==> config.mk <==
export PLATFORM = sky130hd
export DESIGN_NAME = gdac_div6
export DESIGN_NICKNAME = d
export VERILOG_FILES = /design/src/gdac_pkg.sv /design/src/gdac_div6.sv
export SDC_FILE = /design/constraint.sdc
export NUM_CORES = 1
export LEC_CHECK = 0
export BUFFER_PORTS_ARGS = -buffer_cell sky130_fd_sc_hd__buf_2
export CORE_MARGIN = 3
export CORE_UTILIZATION = 53
export DETAILED_ROUTE_END_ITERATION = 10
export PLACE_DENSITY = 0.79
export SLEW_MARGIN = 20
export SYNTH_ARGS = -nofsm -noshare
export SYNTH_HDL_FRONTEND = slang
export SYNTH_SLANG_ARGS = --single-unit
==> constraint.sdc <==
create_clock -name clk_i -period 2.2 [get_ports clk_i]
set_input_delay 0.33 -clock clk_i [delete_from_list [all_inputs] [get_ports clk_i]]
set_output_delay 0.33 -clock clk_i [all_outputs]
set_load 0.1 [all_outputs]
==> src/gdac_pkg.sv <==
// package with shared constants and types of the gyro delta-angle integrator
`default_nettype none
package gdac_pkg;
  localparam int SENSORS = 3;
  localparam int AXES    = 3;
  localparam int SW      = (SENSORS > 1) ? $clog2(SENSORS) : 1;
  localparam int AW      = 48;   // angle width
  localparam int RW      = 24;   // rate width
  localparam int PW      = 32;   // period width
  localparam int MW      = 97;   // product accumulator width
  localparam int CW      = 49;   // coning operand width
  localparam int STEPS   = 48;   // serial multiplier / divider steps
  localparam int CNTW    = 6;

  localparam logic [1:0] ACT_INTEGRATE = 2'd0;
  localparam logic [1:0] ACT_PUBLISH   = 2'd1;
  localparam logic [1:0] ACT_CLEAR     = 2'd2;

  // control of one serial multiply-accumulate lane
  typedef struct packed {
    logic load;   // take new multiplicand and multiplier
    logic clr;    // clear accumulator on load
    logic step;   // one multiplier bit
    logic neg;    // subtract the product
    logic last;   // sign bit weight of the multiplier
  } mac_cmd_t;
endpackage
`default_nettype wire

==> src/gdac_div6.sv <==
// bit-serial restoring divider by six
`default_nettype none
module gdac_div6 (
  input  wire                             clk_i,
  input  wire                             load_i,
  input  wire                             step_i,
  input  wire logic [gdac_pkg::STEPS-1:0] dividend_i,
  output logic [gdac_pkg::STEPS-1:0]      quot_o
);
  import gdac_pkg::*;

  logic [STEPS-1:0] num_q;
  logic [STEPS-1:0] quot_q;
  logic [3:0]       rem_q;
  logic [3:0]       trial;
  logic             ge;

  assign trial  = {rem_q[2:0], num_q[STEPS-1]};
  assign ge     = trial >= 4'd6;
  assign quot_o = quot_q;

  always_ff @(posedge clk_i) begin
    if (load_i) begin
      num_q  <= dividend_i;
      quot_q <= '0;
      rem_q  <= '0;
    end else if (step_i) begin
      num_q  <= {num_q[STEPS-2:0], 1'b0};
      quot_q <= {quot_q[STEPS-2:0], ge};
      rem_q  <= ge ? (trial - 4'd6) : trial;
    end
  end
endmodule
`default_nettype wire

After elaboration in Yosys (flattened, before gate mapping):

Index checks and enable logic that the tools add are counted.

* register bits after elaboration: 99
* output and inout bits: 48
* logic and storage cells: 9

* add/subtract/negate cells: 1
* $lt $le $gt $ge: 1
* mux-type cells: 3
* reduce and logical (&&, ||, !) cells: 1

Operator list (number)
* $mux 48: 2
* $ge 4x3->1 const B: 1
* $mux 3: 1
* $sub 3x3->3 const B: 1
* $reduce_bool 2->1: 1

Depth between registers and ports, before layout:

Gate-level depths: netlist (run 1).

* depth after elaboration: 2
* gate-level depth with buffers: 4
* gate-level depth less buffers: 3

Worst setup path after synthesis (run 1):

Ideal clock, no wire load.

* kind: input port to flip-flop
* from: input port step_i
* to: register num_q[0] (enable)
* setup time: 0.384 ns
* data arrival time: 1.285 ns
* data required time: 1.816 ns
* setup slack: 0.530 ns
* stages on the path: 3
* path buffers: 2
* cell sequence: buf_6 > buf_6 > or2_2

* cells in the longest elaborated chain, start to end: 1

Ends and longest elaborated chain
* from (decl): RTL line gdac_div6.sv:6 `input wire step_i,`
* $reduce_bool 2->1 (no line)
* to (signal assigned): RTL line gdac_div6.sv:24 `num_q <= dividend_i;`
* to (signal assigned): RTL line gdac_div6.sv:28 `num_q <= {num_q[STEPS-2:0], 1'b0};`
* to (decl): RTL line gdac_div6.sv:12 `logic [STEPS-1:0] num_q;`

No other way between the ends.
A chain may end at the register's enable or synchronous reset.

Worst setup path after layout (run 1):

* from: register quot_q[23] (netlist: quot_o[23])
* to: output port quot_o[23] in the netlist's numbering

RTL lines
* from (decl): RTL line gdac_div6.sv:13 `logic [STEPS-1:0] quot_q;`
* from (signal assigned): RTL line gdac_div6.sv:29 `quot_q <= {quot_q[STEPS-2:0], ge};`
* to (decl): RTL line gdac_div6.sv:8 `output logic [gdac_pkg::STEPS-1:0] quot_o`

No word-level cell between the ends.

==> results of run 1 <==
synth_stat cells:
cell type / n
sky130_fd_sc_hd__buf_2: 1
sky130_fd_sc_hd__buf_6: 8
sky130_fd_sc_hd__buf_8: 4
sky130_fd_sc_hd__a211oi_1: 2
sky130_fd_sc_hd__o21ai_0: 2
sky130_fd_sc_hd__mux2_2: 4
sky130_fd_sc_hd__nand3b_1: 1
sky130_fd_sc_hd__mux2i_1: 48
sky130_fd_sc_hd__edfxtp_1: 48
sky130_fd_sc_hd__or2_2: 1
sky130_fd_sc_hd__nand2_1: 1
sky130_fd_sc_hd__and2b_1: 1
sky130_fd_sc_hd__mux2_4: 43
sky130_fd_sc_hd__nor2_1: 50
sky130_fd_sc_hd__buf_4: 4
sky130_fd_sc_hd__dfxtp_1: 51
sky130_fd_sc_hd__and2_1: 1
sky130_fd_sc_hd__a21oi_1: 2
sky130_fd_sc_hd__inv_1: 1
final cells by class:
class	count	share of cell area, %
inverter	1	0.0793
tap	99	2.62
multi-input combinational	156	30.2
clock buffer	12	3.07
timing repair buffer	100	11.0
clock inverter	4	1.03
sequential	99	52.0
power breakdown:
| part | switching (W) | internal, W | total (W) |
|---|---|---|---|
| combinational | 0.000137 | 0.000188 | 0.000325 |
| clock | 0.000580 | 0.000559 | 0.00114 |
| sequential | 0.0000355 | 0.00205 | 0.00209 |
kinds of logic (layout without fill, tap and decap cells):
logic type	after synthesis	in the layout	synth area share, %
DFF	99	99	60.4
muxes	95	95	28.7
and+or+nand+nor	55	55	5.37
buffers and inverters	18	117	4.63
AOI/OAI and AO/OA	6	6	0.859
through the flow:
step / utilization [%] / instances
2_1_floorplan: - / 273
3_3_place_gp: 61.5 / 455
3_5_place_dp: 61.5 / 455
4_1_cts: 64.2 / 471
5_1_grt: 64.2 / 471
6_report: 64.2 / 471
registers in the layout, indices dropped and copies added (netlist names):
name    flops
num_q      48
rem_q       3
quot_o     48
per-layer routing:
layer	track usage, %	vias up	part of all wire [%]
met2	26.4	47	50
li1	-	1155	-
met5	0	-	0
met4	5.05	0	1.2
met3	4.73	7	4.2
met1	21.6	1098	45
worst max-delay path by stage:
stage / startpoint / endpoint / depth (start not counted)
after CTS: quot_o[23]$_SDFFE_PP0P_ / quot_o[23] / 1
after global routing: quot_o[23]$_SDFFE_PP0P_ / quot_o[23] / 1
after floorplan: step_i / num_q[0]$_SDFFCE_PN0P_ / 3
after global placement: step_i / num_q[5]$_DFFE_PP_ / 2
after detailed placement: step_i / num_q[5]$_DFFE_PP_ / 2
final: quot_o[23]$_SDFFE_PP0P_ / quot_o[23] / 1
==> flow_metrics.env, run 1 <==
export IMPL_power_ir_vdd_worst_mv=0.513
export IMPL_finalNetCount=418
export IMPL_rrSetupSlack_ps=1230
export IMPL_cpLargestDelayFamily="buffers and inverters"
export IMPL_cts_hold_buffers_added=0
export IMPL_core_um2=7370
export IMPL_first_iter_violations=94
export IMPL_rsz_0062_raised_after_global_routing="false"
export IMPL_place_port_buffers=98
export IMPL_tritoncts_num_buffers=9
export IMPL_grt_pass1_wl_um=11300
export IMPL_post_cts_setup_buffer_count=0
export IMPL_dpl_cell_area_um2=4540
export IMPL_die_height_um=93.7
export IMPL_postSynthNetCount=324
export IMPL_areaGrowthSynthToFinish_pct=16.1
export IMPL_antenna_diode_count=0
export IMPL_layout_cells_most_common_list="sky130_fd_sc_hd__buf_2, sky130_fd_sc_hd__dfxtp_1, sky130_fd_sc_hd__nor2_1"
export IMPL_relSlewSlack_pct=45.8
export IMPL_outcome="finished clean"
export IMPL_timing_hold_ws_ps=264
export IMPL_accumulated_negative_setup_slack_ps=0
export IMPL_totalPowerFinal_w=0.00355
export IMPL_cts_clk_slew_worst_paths_ps=90
export IMPL_dp_hpwl_um=4410
export IMPL_min_from="dividend_i[0]"
export IMPL_cts_root_buffer="sky130_fd_sc_hd__clkbuf_8"
export IMPL_detail_route_drc_violations=0
export IMPL_multi_input_gate_area_in_the_final_layout_um2=1430
export IMPL_antenna_violating_nets_post_route=0
export IMPL_fin_skew_ps=8.54
export IMPL_crit_arrival_ps=1200
export IMPL_detail_route_wl_per_cell_um=14.4
export IMPL_io_pins=99
export IMPL_worstPathCellList="buf_2"
export IMPL_regToRegEndpoint="rem_q[1]$_SDFFE_PP0P_"
export IMPL_number_of_distinct_library_cell_variants_in_the_gate_level_netlist_after_synthesis=19
export IMPL_register_area_um2=2460
export IMPL_n_fill_cell=599
export IMPL_synth_top_cell_by_area="sky130_fd_sc_hd__edfxtp_1"
export IMPL_cts_repair_resize_count=0
export IMPL_vias=2307
export IMPL_post_drt_via_cell_ratio=4.90
export IMPL_tritoncts_clock_tree="yes"
export IMPL_seq_area_frac_synth_pct=60.4
export IMPL_wl_um=6780
export IMPL_post_synth_inst_count=273
export IMPL_final_period_minus_worst_setup_slack_ps=1530
export IMPL_overflow=0
export IMPL_cp_required_ps=1870
export IMPL_rows=31
export IMPL_initial_antenna_violation_count=0
export IMPL_critical_path_maximum_fanout=3
export IMPL_synth_area_top_cells="sky130_fd_sc_hd__edfxtp_1, sky130_fd_sc_hd__dfxtp_1, sky130_fd_sc_hd__mux2_4"
export IMPL_drive_gt1_share_pct=43.5
export IMPL_finalInstanceArea_um2=4730
export IMPL_grt_start_max_net_pins=100
export IMPL_yosys_area_top_type_share_pct=35.4
export IMPL_hold_path_endpoint="num_q[0]$_SDFFCE_PN0P_"
export IMPL_rr_startpoint="rem_q[1]$_SDFFE_PP0P_"
export IMPL_yosys_warnings=0
export IMPL_cts_htree_levels=3
export IMPL_pre_cts_slack_ps=486
export IMPL_start_util_pct=55.3
export IMPL_layout_cells_most_common="sky130_fd_sc_hd__buf_2"
export IMPL_clock_sinks=99
export IMPL_post_route_worst_setup_slack_ps=673
export IMPL_tightest_slew_ps=812
export IMPL_timing_final_hold_violations=0
export IMPL_critical_path_max_stage_delay_ps=450
export IMPL_die_w_um=93.7
export IMPL_max_freq_mhz=655
export IMPL_holdCritPathClass="in2reg"
export IMPL_postSynthRegisterBits=99
export IMPL_avgSynthCellArea_um2=14.9
export IMPL_power_density_nw_per_um2=751
export IMPL_gpl_final_weighted_congestion=0.696
export IMPL_globalRouteTotalUtil_pct=16.4
export IMPL_clkLatencyLatePin_ps=350
export IMPL_crit_type="reg2out"
export IMPL_max_cap_violations=0
export IMPL_p_leak_nw=2.23
export IMPL_setup_worst_path_start_class="flip-flop"
export IMPL_syn_cell_area_um2=4080
export IMPL_reg2reg_depth=3
export IMPL_cpMaxStageDelayCell="sky130_fd_sc_hd__buf_2"
export IMPL_worstHoldPathCells=2
export IMPL_worst_setup_path_end_kind="primary output"
export IMPL_dieArea_um2=8780
export IMPL_vias_in_the_first_global_route=2327
export IMPL_final_max_slew_violation_count=0
export IMPL_worst_path_buf_inv=1
export IMPL_drt_first_pass_iters=4
export IMPL_setup_viol=0
export IMPL_final_min_period_over_clock_period_pct=69.4
export IMPL_clock_tree_buffer_depth=2
Power figures use the tool's default switching activity.
==> run 2: changes to the inputs <==
CORE_UTILIZATION = 48   (was 53)
PLACE_DENSITY = 0.76   (was 0.79)
clock period = 1.27 ns   (was 2.2 ns; I/O delays follow)
==> flow_metrics.env, run 2 (synthesized netlist as in run 1, its figures left out) <==
export IMPL_grt_start_max_net_pins=49
export IMPL_worst_path_buf_inv=1
export IMPL_max_freq_mhz=837
export IMPL_rrSetupSlack_ps=290
export IMPL_cts_htree_levels=3
export IMPL_max_cap_violations=0
export IMPL_crit_type="reg2out"
export IMPL_dp_cells=465
export IMPL_cp_required_ps=1080
export IMPL_antenna_diode_count=0
export IMPL_clock_sinks=99
export IMPL_critical_path_maximum_fanout=3
export IMPL_rows=32
export IMPL_cts_clk_slew_worst_paths_ps=100
export IMPL_holdCritPathClass="in2reg"
export IMPL_gpl_final_weighted_congestion=0.671
export IMPL_wl_um=7570
export IMPL_timing_final_hold_violations=0
export IMPL_outcome="finished clean"
export IMPL_detail_route_drc_violations=0
export IMPL_tritoncts_num_buffers=9
export IMPL_final_min_period_over_clock_period_pct=94.1
export IMPL_initial_antenna_violation_count=0
export IMPL_final_max_slew_violation_count=0
export IMPL_crit_arrival_ps=1000
export IMPL_start_util_pct=51.2
export IMPL_cpLargestDelayFamily="flip-flops"
export IMPL_post_cts_setup_buffer_count=0
export IMPL_worst_setup_path_end_kind="primary output"
export IMPL_tritoncts_clock_tree="yes"
export IMPL_fin_skew_ps=10.4
export IMPL_setup_worst_path_start_class="flip-flop"
export IMPL_post_drt_via_cell_ratio=4.98
export IMPL_drt_first_pass_iters=4
export IMPL_relSlewSlack_pct=57.5
export IMPL_core_um2=7970
export IMPL_p_leak_nw=2.38
export IMPL_final_period_minus_worst_setup_slack_ps=1190
export IMPL_tightest_slew_ps=638
export IMPL_vias=2395
export IMPL_dieArea_um2=9630
export IMPL_power_density_nw_per_um2=1110
export IMPL_die_height_um=98.2
export IMPL_antenna_violating_nets_post_route=0
export IMPL_first_iter_violations=81
export IMPL_overflow=0
export IMPL_finalNetCount=425
export IMPL_setup_viol=0
export IMPL_clock_tree_buffer_depth=2
export IMPL_detail_route_wl_per_cell_um=15.7
export IMPL_timing_hold_ws_ps=118
export IMPL_drive_gt1_share_pct=44.9
export IMPL_power_ir_vdd_worst_mv=0.696
export IMPL_cts_root_buffer="sky130_fd_sc_hd__clkbuf_8"
export IMPL_n_fill_cell=574
export IMPL_io_pins=99
export IMPL_die_w_um=98.2
export IMPL_areaGrowthSynthToFinish_pct=34.7
export IMPL_rsz_0062_raised_after_global_routing="false"
export IMPL_clkLatencyLatePin_ps=350
export IMPL_cpMaxStageDelayCell="sky130_fd_sc_hd__dfxtp_1"
export IMPL_grt_pass1_wl_um=12500
export IMPL_finalNonFillerCells=481
export IMPL_critical_path_max_stage_delay_ps=450
export IMPL_place_port_buffers=98
export IMPL_vias_in_the_first_global_route=2504
export IMPL_dp_hpwl_um=5420
export IMPL_layout_cells_most_common_list="sky130_fd_sc_hd__nor2_1, sky130_fd_sc_hd__dfxtp_1, sky130_fd_sc_hd__buf_2"
export IMPL_globalRouteTotalUtil_pct=16.4
export IMPL_worstPathCellList="buf_12"
==> run 2: changes by cell type in the layout (fill, tap and decap cells not counted), sizes merged <==
cell | before | now
inv | 2 | 4
clkinvlp | 0 | 1
clkbuf | 12 | 11
clkinv | 2 | 1
bufinv | 1 | 0
buf | 100 | 107
==> run 2: stage by stage <==
stage / setup WS (ps) / total power (W) / area (µm²) / util (%) / setup TNS [ps]
floorplan: 1.12 / 0.00414 / 4090 / - / 0
global placement: 34.1 / 0.00426 / 5300 / 66.5 / 0
detailed placement: -1.66 / 0.00429 / 5300 / 66.5 / -1.66
CTS: 65.9 / 0.00617 / 5490 / 68.9 / 0
global route: 17.4 / 0.00639 / 5490 / 68.9 / 0
finish: 75.1 / 0.00610 / 5490 / 68.9 / 0
==> run 2: cell type report <==
class / count / area (µm²) / share of cell area (%)
timing repair buffer: 107 / 1280 / 23.3
clock inverter: 5 / 26.3 / 0.478
sequential: 99 / 2460 / 44.9
multi-input combinational: 156 / 1430 / 26.0
inverter: 1 / 3.75 / 0.0683
clock buffer: 11 / 163 / 2.96
tap: 102 / 128 / 2.32
==> run 2: report_power, final <==
group	internal [W]	total, W	switching [W]	leakage, nW
sequential	0.00356	0.00362	0.0000635	0.902
clock	0.000871	0.00189	0.00102	0.103
combinational	0.000349	0.000593	0.000243	1.38
==> run 2: per-layer routing <==
layer  share of wire (%)  track usage (%)  routed length (µm)
met5                   0                0                   0
met3                 4.2             3.71                 315
met2                  53             28.3                3990
met4                 1.6             6.30                 122
met1                  42             20.0                3150
==> run 2: what timing repair did <==
| action | CTS | global route |
|---|---|---|
| gates resized for setup | 1 | 0 |
| endpoints found under the setup margin | 1 | 0 |
| hold buffers | 0 | 0 |
| endpoints found under the hold margin | 0 | 0 |
==> run 2: worst paths after layout <==
| path | start | end | cells past startpoint |
|---|---|---|---|
| hold reg to reg | num_q[47]$_DFFE_PP_ | rem_q[0]$_SDFFE_PP0P_ | 2 |
| hold / removal | dividend_i[0] | num_q[0]$_SDFFCE_PN0P_ | 2 |
| setup / recovery | quot_o[25]$_SDFFE_PP0P_ | quot_o[25] | 1 |
| setup reg to reg | rem_q[1]$_SDFFE_PP0P_ | rem_q[1]$_SDFFE_PP0P_ | 3 |
