### src/gdac_pkg.sv
// package with shared constants and types of the gyro delta-angle integrator
`default_nettype none
package gdac_pkg;
  localparam int SENSORS = 3;
  localparam int AXES    = 3;
  localparam int SW      = (SENSORS > 1) ? $clog2(SENSORS) : 1;
  localparam int AW      = 48;   // angle width
  localparam int RW      = 24;   // rate width
  localparam int PW      = 32;   // period width
  localparam int MW      = 97;   // product accumulator width
  localparam int CW      = 49;   // coning operand width
  localparam int STEPS   = 48;   // serial multiplier / divider steps
  localparam int CNTW    = 6;

  localparam logic [1:0] ACT_INTEGRATE = 2'd0;
  localparam logic [1:0] ACT_PUBLISH   = 2'd1;
  localparam logic [1:0] ACT_CLEAR     = 2'd2;

  // control of one serial multiply-accumulate lane
  typedef struct packed {
    logic load;   // take new multiplicand and multiplier
    logic clr;    // clear accumulator on load
    logic step;   // one multiplier bit
    logic neg;    // subtract the product
    logic last;   // sign bit weight of the multiplier
  } mac_cmd_t;
endpackage
`default_nettype wire

### src/gdac_mac.sv
// bit-serial signed multiply-accumulate lane
`default_nettype none
module gdac_mac (
  input  wire                         clk_i,
  input  wire gdac_pkg::mac_cmd_t     cmd_i,
  input  wire logic [gdac_pkg::MW-1:0]    mcand_i,
  input  wire logic [gdac_pkg::STEPS-1:0] mplier_i,
  output logic [gdac_pkg::MW-1:0]     acc_o
);
  import gdac_pkg::*;

  logic [MW-1:0]    mcand_q;
  logic [STEPS-1:0] mplier_q;
  logic [MW-1:0]    acc_q;
  logic             sub;

  assign sub   = cmd_i.neg ^ cmd_i.last;
  assign acc_o = acc_q;

  always_ff @(posedge clk_i) begin
    if (cmd_i.load) begin
      mcand_q  <= mcand_i;
      mplier_q <= mplier_i;
      if (cmd_i.clr) begin
        acc_q <= '0;
      end
    end else if (cmd_i.step) begin
      if (mplier_q[0]) begin
        acc_q <= sub ? (acc_q - mcand_q) : (acc_q + mcand_q);
      end
      mcand_q  <= {mcand_q[MW-2:0], 1'b0};
      mplier_q <= {1'b0, mplier_q[STEPS-1:1]};
    end
  end
endmodule
`default_nettype wire

### config.mk
export PLATFORM = sky130hd
export DESIGN_NAME = gdac_mac
export DESIGN_NICKNAME = d
export VERILOG_FILES = /design/src/gdac_pkg.sv /design/src/gdac_mac.sv
export SDC_FILE = /design/constraint.sdc
export NUM_CORES = 1
export LEC_CHECK = 0
export ABC_AREA = 1
export ABC_CLOCK_PERIOD_IN_PS = 4500
export BUFFER_PORTS_ARGS = -buffer_cell sky130_fd_sc_hd__buf_2
export CORE_MARGIN = 2
export CORE_UTILIZATION = 56
export DETAILED_ROUTE_END_ITERATION = 8
export GPL_ROUTABILITY_DRIVEN = 0
export PLACE_DENSITY = 0.77
export SYNTH_ARGS = -nofsm -noshare
export SYNTH_HDL_FRONTEND = slang
export SYNTH_SLANG_ARGS = --single-unit
### constraint.sdc
create_clock -name clk_i -period 4.5 [get_ports clk_i]
set_clock_uncertainty 0.15 [all_clocks]
set_input_delay 0.9 -clock clk_i [delete_from_list [all_inputs] [get_ports clk_i]]
set_output_delay 0.9 -clock clk_i [all_outputs]
set_load 0.03 [all_outputs]
* After elaboration in Yosys (flattened, before gate mapping) *
Cells that the tools add are included.

operators by class
  add/subtract/negate cells = 2
  eq/ne operators = 1
  multiplexer cells = 9
  bitwise operators = 1
  reduce and logical (&&, ||, !) cells = 3

operators with widths
  cell                  number
  $mux W97              7
  $add A97 B97 Y97      1
  $sub A97 B97 Y97      1
  $mux W48              2
  $reduce_bool A2 Y1    2
  $reduce_and A3 Y1     1
  $ne A2 B2 Y1 const B  1
  $xor A1 B1 Y1         1

storage, ports and cells
  flip-flop bits (word level) = 242
  bits of input ports = 151
  output and inout bits = 97
  word-level logic and storage cells = 19

* Logic depth before layout (Yosys ltp) *
Gate-level depths: netlist of run 1.

  depth in word-level cells = 5
  depth in mapped cells = 27
  depth with buffers taken out = 27

* Worst setup path after synthesis of run 1 *
No wires, ideal clock.

  kind = input -> register
  from = input cmd_i[4] (netlist name)
  to = register acc_q[0], in the netlist acc_o[0], enable pin
  setup time = 0.451 ns
  arrival = 3.488 ns
  required time = 3.899 ns
  path slack = 0.412 ns
  cell stages on the path = 6
  cell sequence = clkbuf_1 inv_2 clkbuf_1 nand2_1 o21ai_0 inv_1

between the ends
  word-level cells in the longest chain between the ends = 2

ends and longest elaborated chain
  what                                                                 line            source
  from (decl)                                                          gdac_mac.sv:5   input wire gdac_pkg::mac_cmd_t cmd_i,
  $ne A2 B2 Y1 (no source line) or $reduce_bool A2 Y1 (tied branches)  --
  $reduce_and A3 Y1 (no source line) (*)                               --
  to (signal assigned)                                                 gdac_mac.sv:29  acc_q <= sub ? (acc_q - mcand_q) : (acc_q + mcand_q);
  to (decl)                                                            gdac_mac.sv:14  logic [MW-1:0] acc_q;

Every way passes the cells marked *; elsewhere a longest branch is shown, timed or not.
A chain may end at the register's enable or synchronous reset.

* Worst setup path after layout of run 1 *
  from = register mcand_q[64]
  to = register acc_q[83], in the netlist acc_o[83] (data pin)

between the ends
  word-level cells in the longest chain between the ends = 5

ends and longest elaborated chain
  what                                                  line            source
  from (decl)                                           gdac_mac.sv:12  logic [MW-1:0] mcand_q;
  from (signal assigned)                                gdac_mac.sv:22  mcand_q <= mcand_i;
  from (signal assigned)                                gdac_mac.sv:31  mcand_q <= {mcand_q[MW-2:0], 1'b0};
  $add A97 B97 Y97 or $sub A97 B97 Y97 (tied branches)  gdac_mac.sv:29
  $mux W97 (*)                                          gdac_mac.sv:29
  $mux W97 (*)                                          gdac_mac.sv:28  if (mplier_q[0]) begin
  $mux W97 (*)                                          gdac_mac.sv:27  end else if (cmd_i.step) begin
  $mux W97 (*)                                          gdac_mac.sv:21  if (cmd_i.load) begin

Every way passes the cells marked *; elsewhere a longest branch is shown, timed or not. The select of a mux whose other input is x is not followed.

==> impl_summary.log, run 1 <==
INFO  metric outcome = completed
INFO  metric report.final.hold_viol_count = 0
INFO  metric core_area = 39700 um2
INFO  metric clockRootBuffer = clkbuf_16
INFO  metric worstSetupEndpointType = register
INFO  metric cp.buffers_inverters = 2
INFO  metric worstPathCellList = inv_1 > nand3_1 > nor2_2 > nand2_1 > nor2_1 > nand4_1 > xor2_1 > nand2_1 > o21ai_0 > ha_1 > nand2_1 > nor2_1 > nand2_1 > inv_1 > nand2_1 > a21oi_1 > nor2_1 > nand3_1 > nand2_1 > nand2_1 > nor2_1
INFO  metric yosysTopAreaCellShare = 32.2%
INFO  metric wirelength = 78500 um
INFO  metric htree_levels = 1
INFO  metric start_kind = register
INFO  metric synth.top_cells.by_count = 1430 x nand2_1, 675 x inv_1, 462 x nor2_1
INFO  metric finalSetupViolCount = 0
INFO  metric ys_async_sr_fraction = 0%
INFO  metric cts_made_buffers = 30
INFO  metric grt_antenna_before_repair = 0
INFO  metric setup_repair_after_global_routing_missed_its_margin = yes
INFO  metric worst-slew-pin-transition = 0.789 ns
INFO  metric worstPathArrival = 4.65 ns
INFO  metric ctsHoldBuffers = 0
INFO  metric critical_path_class = reg2reg
INFO  metric final_core_utilization = 64.7%
INFO  metric hold_path.class = reg2reg
INFO  metric syn_inst = 3652
INFO  metric synth.area.top_cells = edfxtp_1 32%, nand2_1 24%, inv_1 11%
INFO  metric final_hpwl_from_detailed_placement = 64400 um
INFO  metric synth_edf_count = 242
INFO  metric core.rowCount = 73
INFO  metric grt_pass1_wl = 118000 um
INFO  metric post_synth_num_cell_types = 44
INFO  metric mapped_area = 22500 um2
INFO  metric route.detailed.vias_per_inst = 5.35
INFO  metric final-max-slew-violation-count = 0
INFO  metric power_per_cell_area = 449 nW/um2
INFO  metric total_of_buffers_placed_on_input_and_output_ports = 247
INFO  metric total_routing_resource_utilization_after_global_routing = 37.0%
INFO  metric final_antenna_net_count = 0
INFO  metric synth_xor_area_share = 3.57%
INFO  metric muxShareOfSynthArea = 0%
INFO  metric fmax = 0.225 GHz
INFO  metric top_delay_family_on_crit_path = simple AND/OR/NAND/NOR gates
INFO  metric synthToLayoutAreaGrowth = 14.0%
INFO  metric initial_drc_count = 2828
INFO  metric multi_input_area = 12600 um2
INFO  metric cts_tree = built
INFO  metric detailed_routing_iterations_pass_1 = 8
INFO  metric syn-mean-instance-area = 6.17 um2
INFO  metric clock_tree.buffer_depth = 3
INFO  metric power_leakage = 13.7 nW
INFO  metric synth_sequential_area_ratio = 32.2%
INFO  metric worst_ir_drop_vdd = 366 uV
INFO  metric io_pins = 248
INFO  metric drc_viols = 0
INFO  metric overflow = 0
INFO  metric die_w = 205 um
INFO  metric fillerInstances = 3847
INFO  metric synthSimpleGateAreaFrac = 38.7%
INFO  metric critical_path_peak_fanout = 5
INFO  metric floorplan.die_area = 41900 um2
INFO  metric cp_data_required_time = 4.71 ns
INFO  metric post_synth_fa_ha_maj_area_fraction = 5.47%
INFO  metric maxCapViolations = 0
INFO  metric setup-tns-final = 0 ns
INFO  metric fraction_of_final_layout_cells_sized_beyond_drive_strength_1 = 11.2%
INFO  metric n_antenna_cell = 0
INFO  metric critical-path-max-stage-delay = 0.46 ns
INFO  metric slowest_stage = edfxtp_1
INFO  metric height_of_the_die = 205 um
INFO  metric worst_slew_margin_rel = 47.4%
INFO  metric number_of_global_route_vias_before_repair = 21.7k
INFO  metric starting_density_of_the_core = 56.7%
INFO  metric rrSetupSlack = 0.06 ns
INFO  metric crit_path_frequent_cell = nand2_1
INFO  metric ys_seq_elements = 242
INFO  metric timing.final.crit_share = 98.7%
INFO  metric synth_top_family_by_area = simple AND/OR/NAND/NOR gates
INFO  metric finish.net_count = 4174
INFO  metric post_drt_wl_per_cell = 17.5 um
INFO  metric num_vias = 23.9k
INFO  metric yosys.cell_count.top_type = nand2_1
INFO  metric post-synth-top-area-cell = edfxtp_1
INFO  metric synthFlopType = edfxtp_1
INFO  metric final_period_demand_of_the_worst_path = 4.44 ns
INFO  metric cts_sinks = 242
INFO  metric seq_area = 7270 um2
INFO  metric reg_clk_slew_reported_paths = 0.06 ns
INFO  metric postSynthNetCount = 3901
INFO  metric synth_compound_area_share = 7.70%
INFO  metric largest_net_degree_at_the_start_of_global_routing = 91
INFO  metric yosys_warnings = 0
INFO  metric clock_insertion_delay_worst_skew = 0.61 ns
## per-stage QoR
stage / power [mW] / cell area [um2] / setup slack [ns] / instances / hold slack [ns]
6_report: 11.5 / 25700 / 0.0588 / 4473 / 0.360
5_1_grt: 12.2 / 25700 / -0.0154 / 4473 / 0.380
4_1_cts: 11.3 / 25600 / 0.133 / 4472 / 0.364
3_5_place_dp: 8.88 / 24600 / 0.0503 / 4417 / 0.344
3_3_place_gp: 8.81 / 24600 / 0.101 / 4417 / 0.342
2_1_floorplan: 7.00 / 22500 / 0.412 / 3652 / 0.337
## power breakdown
part           total [mW]  internal, mW  switching (mW)
clock network        2.41          1.39            1.02
registers            3.26          2.95           0.309
logic                5.87          1.74            4.13
## sequential cells by signal (all words and copies together), names as in the netlist
register  count
acc_o        97
mcand_q      97
mplier_q     48
## path summary, 6_finish.rpt
kind	to	from	cells after the start
min reg2reg	mplier_q[33]$_DFFE_PN_	mplier_q[34]$_DFFE_PN_	2
min	mplier_q[33]$_DFFE_PN_	mplier_q[34]$_DFFE_PN_	2
max	acc_o[83]$_SDFFCE_PP0P_	mcand_q[64]$_DFFE_PN_	21
max reg2reg	acc_o[83]$_SDFFCE_PP0P_	mcand_q[64]$_DFFE_PN_	21
## tightest hold or removal path, delay by kind of cell, from the launching register on
family	cells	cell delay, ns
flops	1	0.32
simple gates	2	0.09
## routing by layer
metal | share of wire (%) | wire, um | track usage, %
met2 | 41 | 31900 | 54.5
met5 | 0 | 0 | 0
met3 | 13 | 9860 | 8.40
met4 | 6.3 | 4980 | 18.8
met1 | 41 | 31800 | 50.8
## repair_timing
action                                  CTS  global route
buffers inserted                          0             1
endpoints found under the setup margin    0            22
resized for setup                         0            28
## cells in the final DEF, fill, tap and decap left out, types with 5 or more instances in the layout
cell,count
nand2_1,1430
inv_1,673
nor2_1,443
buf_2,246
edfxtp_1,242
o21ai_0,164
a21oi_1,138
nand3_1,115
ha_1,92
xor2_1,90
buf_4,43
nor2_2,35
nand4_1,35
clkbuf_16,30
nor3_1,23
nand2_2,15
nor2_4,12
nand3_2,11
nand3b_1,10
o21ai_1,10
o21a_1,8
clkinv_1,8
nor3_2,7
clkinv_2,6
clkbuf_1,5
buf_12,5
## logic make-up after synthesis
family                   after synthesis
flip-flops                           242
XOR/XNOR                              92
AO/OA/AOI/OAI                        335
adder cells (fa/ha/maj)               98
buffers and inverters                733
AND/OR/NAND/NOR                     2152
## layout make-up
| class | instances | share of cell area, % |
|---|---|---|
| multi-input cells | 2677 | 49.0 |
| repair buffers | 295 | 6.48 |
| clock buffers | 35 | 2.99 |
| inverters | 679 | 9.94 |
| clock inverters | 20 | 0.764 |
| flip-flops and latches | 242 | 28.3 |
| well taps | 525 | 2.56 |
Power figures use the tool's default switching activity.
==> run 2: changes to the inputs <==
--- a/config.mk
+++ b/config.mk
@@ -8,9 +8,9 @@
 export ABC_AREA = 1
-export ABC_CLOCK_PERIOD_IN_PS = 4500
+export ABC_CLOCK_PERIOD_IN_PS = 4300
 export BUFFER_PORTS_ARGS = -buffer_cell sky130_fd_sc_hd__buf_2
 export CORE_MARGIN = 2
-export CORE_UTILIZATION = 56
+export CORE_UTILIZATION = 60
 export DETAILED_ROUTE_END_ITERATION = 8
 export GPL_ROUTABILITY_DRIVEN = 0
-export PLACE_DENSITY = 0.77
+export PLACE_DENSITY = 0.81
 export SYNTH_ARGS = -nofsm -noshare
==> constraint.sdc (replaced) <==
create_clock -name clk_i -period 4.3 [get_ports clk_i]
set_clock_uncertainty 0.15 [all_clocks]
set_input_delay 0.86 -clock clk_i [delete_from_list [all_inputs] [get_ports clk_i]]
set_output_delay 0.86 -clock clk_i [all_outputs]
set_load 0.02 [all_outputs]
==> impl_summary.log, run 2 (synthesis gave the netlist of run 1 again) <==
INFO  metric outcome = completed
INFO  metric power_per_cell_area = 464 nW/um2 (+3.4%)
INFO  metric floorplan.die_area = 39100 um2 (-6.5%)
INFO  metric critical_path_peak_fanout = 5 (unchanged)
INFO  metric min_path_cells = 3 (+1)
INFO  metric area_after_detailed_placement = 24800 um2 (+0.73%)
INFO  metric post_drt_wl_per_cell = 17.5 um (-0.15%)
INFO  metric core.rowCount = 70 (-4.1%)
INFO  metric drc_viols = 0 (unchanged)
INFO  metric maxCapViolations = 0 (unchanged)
INFO  metric power.share.switching = 46.1% (-1.2 points)
INFO  metric largest_net_degree_at_the_start_of_global_routing = 143 (+57%)
INFO  metric worstRegToRegCells = 22 (+4.8%)
INFO  metric number_of_global_route_vias_before_repair = 22.4k (+3.4%)
INFO  metric num_vias = 24.7k (+3.2%)
INFO  metric internal-power = 6.56 mW (+7.9%)
INFO  metric worstSetupEndpointType = register
INFO  metric fraction_of_final_layout_cells_sized_beyond_drive_strength_1 = 13.3% (+2.2 points)
INFO  metric grt_antenna_before_repair = 0 (unchanged)
INFO  metric final_antenna_net_count = 0 (unchanged)
INFO  metric core_area = 36800 um2 (-7.4%)
INFO  metric worst_hold_slack = 0.361 ns (+0.000636 ns)
INFO  metric overall_power_of_the_completed_layout = 12.2 mW (+5.4%)
INFO  metric finish.net_count = 4213 (+0.93%)
INFO  metric cts_made_buffers = 28 (-6.7%)
INFO  metric initial_drc_count = 2969 (+5.0%)
INFO  metric critical_path_class = reg2reg
INFO  metric reg_clk_slew_reported_paths = 0.07 ns (about the same)
INFO  metric final-max-slew-violation-count = 0 (unchanged)
INFO  metric seq_power_share = 27.9% (-0.3 points)
INFO  metric die_w = 198 um (-3.3%)
INFO  metric numPlacedInstances = 4390 (-0.61%)
INFO  metric worst_ir_drop_vdd = 409 uV (+12%)
INFO  metric io_pins = 248 (unchanged)
INFO  metric wirelength = 78000 um (-0.60%)
INFO  metric overflow = 0 (unchanged)
INFO  metric final_hpwl_from_detailed_placement = 62800 um (-2.5%)
INFO  metric start_kind = register
INFO  metric fmax = 0.237 GHz (+5.4%)
INFO  metric starting_density_of_the_core = 61.3% (+4.5 points)
INFO  metric final_core_utilization = 71.2% (+6.5 points)
INFO  metric fin_area = 26200 um2 (+2.0%)
INFO  metric layout.cells.most_common_list = 1428 x nand2_1, 673 x inv_1, 416 x nor2_1
INFO  metric cts_tree = built
INFO  metric fin_ws = 0.0861 ns (+0.0273 ns)
INFO  metric worstPathArrival = 4.40 ns (-0.25 ns)
INFO  metric clock_tree.buffer_depth = 3 (unchanged)
INFO  metric switching_power_summed_over_all_nets = 5.60 mW (+2.6%)
INFO  metric cts_sinks = 242 (unchanged)
INFO  metric worst_slew_margin_rel = 42.5% (-4.9 points)
INFO  metric setup-tns-final = 0 ns (unchanged)
INFO  metric grt_pass1_wl = 117000 um (-0.86%)
INFO  metric hold_path.class = in2reg
INFO  metric clock_power_share = 21.8% (+0.9 points)
INFO  metric preCtsSetupSlack = -0.00668 ns (-0.0570 ns)
INFO  metric combinationalPowerShare = 50.4% (-0.5 points)
INFO  metric report.final.hold_viol_count = 0 (unchanged)
INFO  metric clock_insertion_delay_worst_skew = 0.61 ns (about the same)
INFO  metric total_routing_resource_utilization_after_global_routing = 39.2% (+2.2 points)
INFO  metric n_antenna_cell = 0 (unchanged)
INFO  metric cp_data_required_time = 4.49 ns (-0.22 ns)
INFO  metric worst-slew-pin-transition = 0.862 ns (+0.0734 ns)
INFO  metric height_of_the_die = 198 um (-3.3%)
INFO  metric synthToLayoutAreaGrowth = 16.2%
INFO  metric timing.final.crit_share = 98.0% (-0.70 points)
INFO  metric clockRootBuffer = clkbuf_16
INFO  metric detailed_routing_iterations_pass_1 = 6 (-2)
INFO  metric route.detailed.vias_per_inst = 5.55 (+3.6%)
INFO  metric final_period_demand_of_the_worst_path = 4.21 ns (-0.227 ns)
INFO  metric finalSetupViolCount = 0 (unchanged)
INFO  metric final_common_cell = nand2_1
INFO  metric total_of_buffers_placed_on_input_and_output_ports = 247 (unchanged)
INFO  metric fin_cells = 4453 (-0.45%)
INFO  metric htree_levels = 1 (unchanged)
INFO  metric power_leakage = 14.0 nW (+1.9%)
[run 2: cell count changes in the layout (fill, tap and decap cells not counted), sizes merged]
cell,before,now
bufinv,3,6
clkbuf,35,31
clkinvlp,1,2
inv,679,681
buf,295,336
clkinv,16,10
[run 2: final cells by class]
cell class                 count  area, um2
tap                          468        586
clock buffer                  31        712
multi-input combinational   2677      12800
sequential                   242       7270
inverter                     679       2550
fill                        3298      10600
timing repair buffer         336       2000
clock inverter                20        283
[run 2: per-layer routing]
layer / up-vias / track usage, % / share of wire [%]
li1: 11875 / - / -
met1: 10950 / 53.6 / 39
met2: 1555 / 58.4 / 41
met3: 313 / 7.34 / 13
met4: 0 / 22.0 / 6.8
met5: - / 0 / 0
[run 2: repair_timing]
| action | 4_1_cts | 5_1_grt |
|---|---|---|
| endpoints found under the setup margin | 3 | 63 |
| resized for setup | 3 | 92 |
| pin swaps | 0 | 10 |
| hold buffers | 0 | 0 |
| buffers inserted | 0 | 12 |
[run 2: worst max-delay path, cell delays in order, from the launching register on]
cell,delay (ns)
edfxtp_1,0.48
nor2_2,0.22
nand2_1,0.16
nor2_1,0.25
nand2_1,0.09
nor2_1,0.15
nand3b_1,0.18
xor2_1,0.18
nand2_1,0.07
o21ai_0,0.23
ha_1,0.48
nand2_1,0.14
nor2_2,0.15
buf_4,0.13
nand2_1,0.07
inv_1,0.11
nand2_1,0.10
nor2_1,0.14
nand3_1,0.15
nand3_1,0.15
nand2_1,0.07
nand2_1,0.06
nor2_1,0.05
[run 2: final timing paths]
kind | from | end | slack (ns)
max | mcand_q[9]$_DFFE_PN_ | acc_o[87]$_SDFFCE_PP0P_ | 0.09
min | mplier_i[47] | mplier_q[47]$_SDFFCE_PN0N_ | 0.36
max reg2reg | mcand_q[9]$_DFFE_PN_ | acc_o[87]$_SDFFCE_PP0P_ | 0.09
min reg2reg | mplier_q[42]$_DFFE_PN_ | mplier_q[41]$_DFFE_PN_ | 0.36
[run 2: power by group through the flow]
stage          clock network (mW)  logic [mW]  registers (mW)
6_report                     2.65        6.12            3.39
2_1_floorplan                   0        3.64            3.54
5_1_grt                      2.73        6.69            3.41
3_3_place_gp                    0        5.66            3.41
4_1_cts                      2.65        5.78            3.37
3_5_place_dp                    0        5.74            3.41
